### src/design/hlxfd_pkg.sv
// ----------------------------------------------------------------------------
// hlxfd_pkg
// Shared types and constants for the header/length/XOR frame decoder.
// ----------------------------------------------------------------------------
package hlxfd_pkg;

  // Fixed frame marker bytes.
  localparam logic [7:0] SYNC0      = 8'h55;  // 'U'
  localparam logic [7:0] SYNC1      = 8'h4E;  // 'N'
  localparam logic [7:0] SYNC2      = 8'h45;  // 'E'
  localparam logic [7:0] SYNC3      = 8'h52;  // 'R'
  localparam logic [7:0] ZERO_MARK  = 8'h00;
  localparam logic [7:0] COLON_MARK = 8'h3A;  // ':'

  // XOR of every fixed header byte; the length byte is folded in later.
  localparam logic [7:0] HDR_CHECK =
    SYNC0 ^ SYNC1 ^ SYNC2 ^ SYNC3 ^ ZERO_MARK ^ COLON_MARK;

  // Result kinds.
  localparam logic [1:0] KIND_PAYLOAD = 2'd0;
  localparam logic [1:0] KIND_GOOD    = 2'd1;
  localparam logic [1:0] KIND_BAD     = 2'd2;

  typedef struct packed {
    logic       valid;
    logic [1:0] kind;
    logic [7:0] data;
    logic [7:0] byte_index;
  } res_t;

endpackage

### src/design/hlxfd_parse.sv
// ----------------------------------------------------------------------------
// hlxfd_parse
// Frame hunting state machine: consumes one byte per step and reports the
// result word that the byte causes, if any.
// ----------------------------------------------------------------------------
module hlxfd_parse (
  input  logic              clk,
  input  logic              rst_n,
  input  logic              step,
  input  logic [7:0]        rx_byte,
  output hlxfd_pkg::res_t   res
);
  import hlxfd_pkg::*;

  localparam logic [2:0] PH_HUNT  = 3'd0;
  localparam logic [2:0] PH_N     = 3'd1;
  localparam logic [2:0] PH_E     = 3'd2;
  localparam logic [2:0] PH_R     = 3'd3;
  localparam logic [2:0] PH_LEN   = 3'd4;
  localparam logic [2:0] PH_ZERO  = 3'd5;
  localparam logic [2:0] PH_COLON = 3'd6;
  localparam logic [2:0] PH_BODY  = 3'd7;

  logic [2:0] phase_r, phase_nxt;
  logic [7:0] remaining_r, remaining_nxt;
  logic [7:0] check_r, check_nxt;
  logic [7:0] seen_r, seen_nxt;
  logic [7:0] cmd_r, cmd_nxt;
  logic [2:0] hunt;

  // A mismatching byte is looked at again as a possible first sync byte.
  assign hunt = (rx_byte == SYNC0) ? PH_N : PH_HUNT;

  always_comb begin
    phase_nxt     = phase_r;
    remaining_nxt = remaining_r;
    check_nxt     = check_r;
    seen_nxt      = seen_r;
    cmd_nxt       = cmd_r;
    res           = '0;
    unique case (phase_r)
      PH_HUNT:  phase_nxt = hunt;
      PH_N:     phase_nxt = (rx_byte == SYNC1) ? PH_E : hunt;
      PH_E:     phase_nxt = (rx_byte == SYNC2) ? PH_R : hunt;
      PH_R:     phase_nxt = (rx_byte == SYNC3) ? PH_LEN : hunt;
      PH_LEN: begin
        remaining_nxt = rx_byte;
        phase_nxt     = (rx_byte == 8'd0) ? PH_HUNT : PH_ZERO;
      end
      PH_ZERO:  phase_nxt = (rx_byte == ZERO_MARK) ? PH_COLON : hunt;
      PH_COLON: begin
        if (rx_byte == COLON_MARK) begin
          check_nxt = HDR_CHECK ^ remaining_r;
          seen_nxt  = 8'd0;
          cmd_nxt   = 8'd0;
          phase_nxt = PH_BODY;
        end else begin
          phase_nxt = hunt;
        end
      end
      PH_BODY: begin
        res.valid = 1'b1;
        if (remaining_r > 8'd1) begin
          check_nxt      = check_r ^ rx_byte;
          if (seen_r == 8'd0) begin
            cmd_nxt = rx_byte;
          end
          res.kind       = KIND_PAYLOAD;
          res.data       = rx_byte;
          res.byte_index = seen_r;
          seen_nxt       = seen_r + 8'd1;
          remaining_nxt  = remaining_r - 8'd1;
        end else begin
          // Last byte of the frame is the checksum.
          remaining_nxt  = 8'd0;
          phase_nxt      = PH_HUNT;
          res.kind       = (check_r == rx_byte) ? KIND_GOOD : KIND_BAD;
          res.data       = cmd_r;
          res.byte_index = seen_r;
        end
      end
    endcase
  end

  always_ff @(posedge clk) begin
    if (!rst_n) begin
      phase_r     <= PH_HUNT;
      remaining_r <= 8'd0;
      check_r     <= 8'd0;
      seen_r      <= 8'd0;
      cmd_r       <= 8'd0;
    end else if (step) begin
      phase_r     <= phase_nxt;
      remaining_r <= remaining_nxt;
      check_r     <= check_nxt;
      seen_r      <= seen_nxt;
      cmd_r       <= cmd_nxt;
    end
  end

endmodule

### src/design/header_length_xor_frame_decoder_core.sv
// ----------------------------------------------------------------------------
// header_length_xor_frame_decoder_core
// Path: an input word is held in the input register, then the frame state
// update writes its result word into the result register.
// Throughput: one input word per cycle while out_stall does not hold the result.
// Reset: synchronous, active low; the decoder returns to hunting for the
// first sync byte and both registers are emptied.
// ----------------------------------------------------------------------------
module header_length_xor_frame_decoder_core (
  input  logic       clk,
  input  logic       rst_n,
  // Received byte stream.
  input  logic       in_valid,
  output logic       in_stall,
  input  logic [7:0] in_rx_byte,
  // Decoded payload words and frame results.
  output logic       out_valid,
  input  logic       out_stall,
  output logic [1:0] out_kind,
  output logic [7:0] out_data,
  output logic [7:0] out_byte_index
);
  import hlxfd_pkg::*;

  // Input register. A received byte waits here until the frame state machine
  // processes it.
  logic       in_vld_r;
  logic [7:0] in_byte_r;

  // Result register. It drives the output port directly.
  logic       out_vld_r;
  logic [1:0] out_kind_r;
  logic [7:0] out_data_r;
  logic [7:0] out_idx_r;

  logic out_free;
  logic step;
  res_t res;

  // The result register can take a new word when it is empty or when its
  // current word is taken in this cycle.
  assign out_free = !out_vld_r || !out_stall;

  // The held byte is processed whenever the result slot can take whatever
  // it produces. A byte that gives no result still waits for a free slot,
  // which keeps the control simple and costs nothing when the sink keeps up.
  assign step = in_vld_r && out_free;

  // The input register is refilled when it is empty or drained this cycle,
  // so a byte is taken every cycle while the output side flows.
  assign in_stall = in_vld_r && !step;

  hlxfd_parse u_parse (
    .clk     (clk),
    .rst_n   (rst_n),
    .step    (step),
    .rx_byte (in_byte_r),
    .res     (res)
  );

  always_ff @(posedge clk) begin
    if (!rst_n) begin
      in_vld_r <= 1'b0;
    end else if (!in_stall) begin
      in_vld_r <= in_valid;
    end
  end

  always_ff @(posedge clk) begin
    if (!in_stall && in_valid) begin
      in_byte_r <= in_rx_byte;
    end
  end

  always_ff @(posedge clk) begin
    if (!rst_n) begin
      out_vld_r <= 1'b0;
    end else if (out_free) begin
      out_vld_r <= step && res.valid;
    end
  end

  always_ff @(posedge clk) begin
    if (step && res.valid) begin
      out_kind_r <= res.kind;
      out_data_r <= res.data;
      out_idx_r  <= res.byte_index;
    end
  end

  assign out_valid      = out_vld_r;
  assign out_kind       = out_kind_r;
  assign out_data       = out_data_r;
  assign out_byte_index = out_idx_r;

endmodule

### config.mk
export PLATFORM = sky130hd
export DESIGN_NAME = header_length_xor_frame_decoder_core
export DESIGN_NICKNAME = d
export VERILOG_FILES = /design/src/design/hlxfd_pkg.sv /design/src/design/hlxfd_parse.sv /design/src/design/header_length_xor_frame_decoder_core.sv
export SDC_FILE = /design/constraint.sdc
export NUM_CORES = 1
export LEC_CHECK = 0
export ABC_AREA = 1
export BUFFER_PORTS_ARGS = -buffer_cell sky130_fd_sc_hd__buf_2
export CORE_ASPECT_RATIO = 1.1
export CORE_UTILIZATION = 51
export CTS_CLUSTER_DIAMETER = 30
export DETAILED_ROUTE_END_ITERATION = 6
export PLACE_DENSITY_LB_ADDON = 0.1
export SLEW_MARGIN = 5
export SYNTH_ARGS = -nofsm -noshare
export SYNTH_HDL_FRONTEND = slang
export SYNTH_HIERARCHICAL = 1
export SYNTH_SLANG_ARGS = --single-unit
### constraint.sdc
create_clock -name clk -period 3.86 [get_ports clk]
set_clock_uncertainty 0.15 [all_clocks]
set_input_delay 0 -clock clk [delete_from_list [all_inputs] [get_ports clk]]
set_output_delay 0 -clock clk [all_outputs]
set_load 0.01 [all_outputs]
==> qor.yml, run 1 <==
irDropWorstVdd_v: 0.0002247
firstDrtPassIters: 4
wire_per_inst_um: 14.28
fin_util_pct: 60.88
powerDensity_nw_per_um2: 342.5
crit_slowest_cell: "dfxtp_1"
yosysSeqAreaShare_pct: 45.96
setup_viol: 0
die_area_sq_um: 6818
route.detailed.drc: 0
final_common_cell: "nand2_1"
htreeDepth: 3
row_count: 30
ys.warnings.count: 6
clockRootBuffer: "clkbuf_8"
synth-edff-count: 26
clkLatencyLatePin_ps: 340
rsz0062_at_grt: "no"
drive_gt1_share_pct: 18.16
start_kind: "register"
cp_max_fo: 23
setup_tns_ps: 0
relSlewSlack_pct: 49.66
cts_buffers: 9
fin_crit_ps: 2250
synth_cells: 422
clockBufferDepth: 2
io_pins: 32
totalWireLength_mm: 7.827
postCtsSetupBuffers: 0
max-cap-violations: 0
max_stage_delay_ps: 370
syn_avg_cell_area_sq_um: 7.845
worst_slew_pin_slew_ps: 754.2
drtAntennaViolNets: 0
ys_ff_latch: 63
fin_crit_sh_pct: 58.29
grt_pass1_vias: 2759
fin_nets: 479
clock.fmax_ghz: 0.4444
ys_top_cells_by_area: "edfxtp_1 (24%), dfxtp_1 (22%), nand2_1 (13%), nor2_1 (4.9%), inv_1 (4.4%)"
mappedNetlistArea_sq_um: 3311
grt-ovfl-total: 0
grt_max_degree: 27
leakage_uw: 0.001417
placed_area_sq_um: 3493
crit_buf_inv: 2
final_hold_viol_count: 0
vias_per_cell: 5.325
slew_violations: 0
cts_tree: "done"
clock_sinks: 63
synth_flop_cell: "dfxtp_1"
min_path_type: "in -> reg"
synth_nets: 438
dieHeight_um: 86.50
path_delay_family: "simple AND/OR/NAND/NOR gates"
clkSlewWorstSetupHoldPaths_ps: 70
design_area_sq_um: 3794
die_width_um: 78.82
hpwl_mm: 5.260
num_vias: 2918
cp_cell_sequence: "inv_1 -> ha_1 -> o21ai_2 -> nor2_4 -> nand2_4 -> clkinv_4 -> nor2_8 -> nand2_2 -> nand2_1 -> a21oi_2"
final_cell_mix: "nand2_1 (112), nor2_1 (43), inv_1 (39), dfxtp_1 (37), buf_2 (31)"
place.port_buffers: 31
core_area_sq_um: 6231
p_total_uw: 1299
synthDominantCellAreaShare_pct: 23.58
grt_antenna_before_repair: 0
cp_data_arrival_time_ps: 2300
place_ws_ps: 1704
fin_ws_ps: 1610
syn_to_final_growth_pct: 14.59
grt_usage_pct: 25.18
diodes: 0
async_flop_share_pct: 0
gp_congestion: 0.8876
status: "finished, final reports clean"
worstSetupPathType: "reg -> reg"
worst_setup_path_end_kind: "register"
synth_top_area_cell: "edfxtp_1"
grt_pass1_wl_mm: 13.01
start_util_pct: 53.13
crit_required_ps: 3910
ys_types: 35
drt_iter0_markers: 194
-- registers in the layout (all words and copies together) (netlist names) --
register and count:
in_byte_r 8, out_valid 1, u_parse/remaining_r 8, u_parse/phase_r 3, out_kind 2, u_parse/seen_r 8
out_byte_index 8, out_data 8, u_parse/cmd_r 8, in_vld_r 1, u_parse/check_r 8
-- power by group --
group | leakage [uW] | internal [uW] | switching, uW
Sequential | 0.000500 | 695 | 12.0
Clock | 0.0000945 | 293 | 250
Combinational | 0.000822 | 20.4 | 28.5
Total | 0.00142 | 1010 | 291
-- synthesized netlist by cell type (3+ instances only) --
| library cell | n |
|---|---|
| nand2_1 | 112 |
| nor2_1 | 43 |
| inv_1 | 39 |
| dfxtp_1 | 37 |
| edfxtp_1 | 26 |
| o21ai_0 | 26 |
| nand3_1 | 22 |
| a21oi_1 | 21 |
| xor2_1 | 12 |
| a31oi_1 | 8 |
| inv_2 | 6 |
| nor3_1 | 6 |
| buf_2 | 5 |
| clkbuf_1 | 5 |
| nand2_2 | 5 |
| nand4_1 | 5 |
| nor2_2 | 5 |
| ha_1 | 4 |
| nand2_4 | 4 |
| nor2_4 | 4 |
| a21oi_2 | 3 |
| nand3_2 | 3 |
| nor4_1 | 3 |
| o21ai_2 | 3 |
| o22ai_1 | 3 |
-- layout make-up --
cell class                 instances  area (sq um)
sequential                        63          1521
clock buffer                      11         131.4
timing repair buffer              44         282.8
inverter                          47         183.9
multi-input combinational        298          1525
tap                               80         100.1
clock inverter                     5         48.80
fill                             597          2437
-- path summary, 6_finish.rpt --
path                                              from  slack (ps)                end  cells after the start
worst max register to register  u_parse/remaining_r[0]        1610   u_parse/cmd_r[2]                     10
worst min register to register       u_parse/seen_r[0]         320  u_parse/seen_r[0]                      1
worst max-delay path            u_parse/remaining_r[0]        1610   u_parse/cmd_r[2]                     10
worst min-delay path                     in_rx_byte[2]         220       in_byte_r[2]                      2
-- timing repair --
action	4_1_cts	5_1_grt
hold endpoints to repair	30	0
hold buffers	12	0
gates resized for setup	0	0
-- cell families after synthesis --
kind of cell	synth area share (%)
compound gates	11.41
xor+xnor	3.175
fa+ha+maj	1.512
buf+inv	8.125
flops	45.96
simple gates	29.82
-- routing by layer --
layer / share of wire, % / global-route usage, %
met5: 0 / 0
met4: 1.7 / 11.24
met3: 4.9 / 4.211
met2: 50 / 43.48
met1: 43 / 30.83
-- metrics by stage --
step | instances | hold slack (ps)
floorplan | 422 | -52.37
global placement | 520 | 26.46
detailed placement | 520 | 28.08
CTS | 548 | 206.8
global route | 548 | 206.4
finish | 548 | 219.6
(Power assumes the default switching activity.)
==> run 2, diff against run 1 <==
--- a/config.mk
+++ b/config.mk
@@ -5,7 +5,7 @@
 export SDC_FILE = /design/constraint.sdc
 export NUM_CORES = 1
 export LEC_CHECK = 0
-export ABC_AREA = 1
+export ABC_AREA = 0
 export BUFFER_PORTS_ARGS = -buffer_cell sky130_fd_sc_hd__buf_2
 export CORE_ASPECT_RATIO = 1.1
 export CORE_UTILIZATION = 51
==> constraint.sdc (replaced) <==
create_clock -name clk -period 1.82 [get_ports clk]
set_clock_uncertainty 0.15 [all_clocks]
set_input_delay 0 -clock clk [delete_from_list [all_inputs] [get_ports clk]]
set_output_delay 0 -clock clk [all_outputs]
set_load 0.01 [all_outputs]
==> qor.yml, run 2 <==
status: "complete, but fails checks"
violations: "negative setup slack"
mappedNetlistArea_sq_um: 3203
ys_types: 51
final_cell_mix: "buf_4 (49), nand2_1 (44), dfxtp_1 (33), buf_2 (31), edfxtp_1 (26)"
place_ws_ps: -359.5
core_area_sq_um: 5914
synth_top_area_cell: "edfxtp_1"
worst_slew_pin_slew_ps: 395.1
cp_max_fo: 8
fin_nets: 454
placed_area_sq_um: 3791
drtAntennaViolNets: 0
design_area_sq_um: 4418
grt_max_degree: 22
ys_ff_latch: 63
synth-edff-count: 26
route.detailed.drc: 0
io_pins: 32
hpwl_mm: 5.499
min_to: "in_byte_r[7]"
gp_congestion: 0.9286
die_width_um: 77.56
clock_sinks: 63
synth_cells: 357
powerDensity_nw_per_um2: 640.6
clock.fmax_ghz: 0.5036
ys_top_cells_by_area: "edfxtp_1 (24%), dfxtp_1 (23%), nand2_1 (5.3%), o21ai_0 (3.9%), nand3_1 (3.0%)"
rr_worst_depth: 7
synthDominantCellAreaShare_pct: 24.37
fin_crit_sh_pct: 109.1
grt_usage_pct: 26.83
cts_tree: "done"
leakage_uw: 0.001646
totalWireLength_mm: 8.410
max_stage_delay_ps: 560
rsz0062_at_grt: "yes"
fin_crit_ps: 1986
crit_required_ps: 1900
drt_iter0_markers: 179
r2r_slack_ps: -170
final_hold_viol_count: 0
crit_slowest_cell: "or4_4"
worstSetupPathType: "reg -> reg"
start_util_pct: 54.16
setup_viol: 42
place.port_buffers: 31
drive_gt1_share_pct: 35.89
met1_usage_pct: 34.18
async_flop_share_pct: 0
clkLatencyLatePin_ps: 340
max-cap-violations: 0
clockBufferDepth: 2
start_kind: "register"
setup_tns_ps: -3938
p_total_uw: 2830
row_count: 29
final_common_cell: "buf_4"
firstDrtPassIters: 5
grt-ovfl-total: 0
diodes: 0
dieHeight_um: 85.12
grt_pass1_vias: 2924
synth_nets: 373
clkSlewWorstSetupHoldPaths_ps: 70
die_area_sq_um: 6602
syn_to_final_growth_pct: 37.93
holdCritStartpoint: "in_rx_byte[7]"
met2_usage_pct: 44.97
gr-max-usage-layer: "met2"
synth_commonest_cells: "nand2_1 (45), dfxtp_1 (37), edfxtp_1 (26)"
clockRootBuffer: "clkbuf_8"
cp_cell_sequence: "or4_4 -> buf_6 -> nor3_4 -> buf_6 -> nor4b_2 -> xnor2_1 -> nor2_1"
vias_per_cell: 5.873
irDropWorstVdd_v: 0.0004372
worst_setup_path_end_kind: "register"
synth_flop_cell: "dfxtp_1"
htreeDepth: 3
cp_data_arrival_time_ps: 2070
grt.met3_usage_pct: 3.978
min_path_type: "in -> reg"
slew_violations: 0
wire_per_inst_um: 16.17
yosysSeqAreaShare_pct: 47.50
stdcell_count: 520
fin_ws_ps: -165.8
whs_path_depth: 2
synth.most_common_cell: "nand2_1"
ys.warnings.count: 6
num_vias: 3054
cts_buffers: 9
grt_antenna_before_repair: 0
relSlewSlack_pct: 73.66
crit_top_cell: "buf_6"
rr_endpoint: "u_parse/seen_r[4]"
dp.cells: 487
timing.rr.start: "u_parse/remaining_r[7]"
syn_avg_cell_area_sq_um: 8.972
fillers: 401
grt_pass1_wl_mm: 13.83
[run 2: cell types whose count changed after synthesis, sizes merged, moves of 6 or more]
| cell | change |
|---|---|
| nand2 | -76 |
| inv | -36 |
| nor2 | -28 |
| a21oi | -15 |
| clkbuf | +14 |
| o211ai | +9 |
| a22o | +8 |
| a31oi | -8 |
| nand4 | +8 |
| and2 | +7 |
| nor4 | +7 |
| nand3 | -6 |
| nor2b | +6 |
[run 2: cells by family (layout without fill, tap and decap cells)]
logic type                 count (synthesis)  in the layout  share of synthesized area [%]
and+or+nand+nor                          149            149                          23.71
DFF                                       63             63                          47.50
AOI/OAI and AO/OA                         86             86                          17.97
adders and majority gates                  4              4                          1.563
xor gates and xnor gates                  13             13                          3.555
buffers and inverters                     42            128                          5.703
[run 2: what timing repair did]
| item | 4_1_cts | 5_1_grt |
|---|---|---|
| resized for setup | 40 | 30 |
| hold endpoints to repair | 20 | 0 |
| hold buffers | 12 | 0 |
| setup endpoints to repair | 62 | 62 |
| setup buffers | 3 | 1 |
| pin swaps | 14 | 17 |
| cloned | 0 | 1 |
[run 2: layer usage]
layer	share of wire, %	up-vias
met3	5.4	22
li1	-	1460
met1	43	1458
met4	2.6	0
met5	0	-
met2	49	114
[run 2: cell type report]
| class | instances | area, sq um | share of cell area (%) |
|---|---|---|---|
| well taps | 77 | 96.34 | 2.181 |
| clock buffers | 10 | 127.6 | 2.889 |
| clock inverters | 6 | 62.56 | 1.416 |
| repair buffers | 102 | 790.8 | 17.90 |
| multi-input cells | 252 | 1777 | 40.22 |
| inverters | 10 | 37.54 | 0.8496 |
| flip-flops and latches | 63 | 1526 | 34.55 |
[run 2: critical path, delay by kind of cell (launching register included)]
family        cells  cell delay, ps
buf+inv           2             370
xor+xnor          1             180
flops             1             320
simple gates      4             870
[run 2: worst max path at each step]
stage	from	slack (ps)	cells after the start	to
2_1_floorplan	u_parse/remaining_r[7]	-240	7	u_parse/seen_r[2]
3_3_place_gp	u_parse/remaining_r[0]	-260	7	u_parse/remaining_r[4]
3_5_place_dp	u_parse/remaining_r[0]	-360	7	u_parse/remaining_r[4]
4_1_cts	u_parse/remaining_r[7]	-140	7	u_parse/seen_r[4]
5_1_grt	u_parse/remaining_r[7]	-210	7	u_parse/remaining_r[5]
6_report	u_parse/remaining_r[7]	-170	7	u_parse/seen_r[4]
[run 2: where the power goes]
part           leakage, uW  switching, uW  internal (uW)
registers         0.000540           5.64           1470
clock network    0.0000883            558            627
logic              0.00102           91.0           74.8
[run 2: stage by stage]
step	hold slack, ps	utilization [%]
final	215.6	74.70
after global routing	216.2	74.70
after CTS	203.7	72.27
after detailed placement	28.09	64.10
after global placement	26.25	64.10
after floorplan	-51.13	-
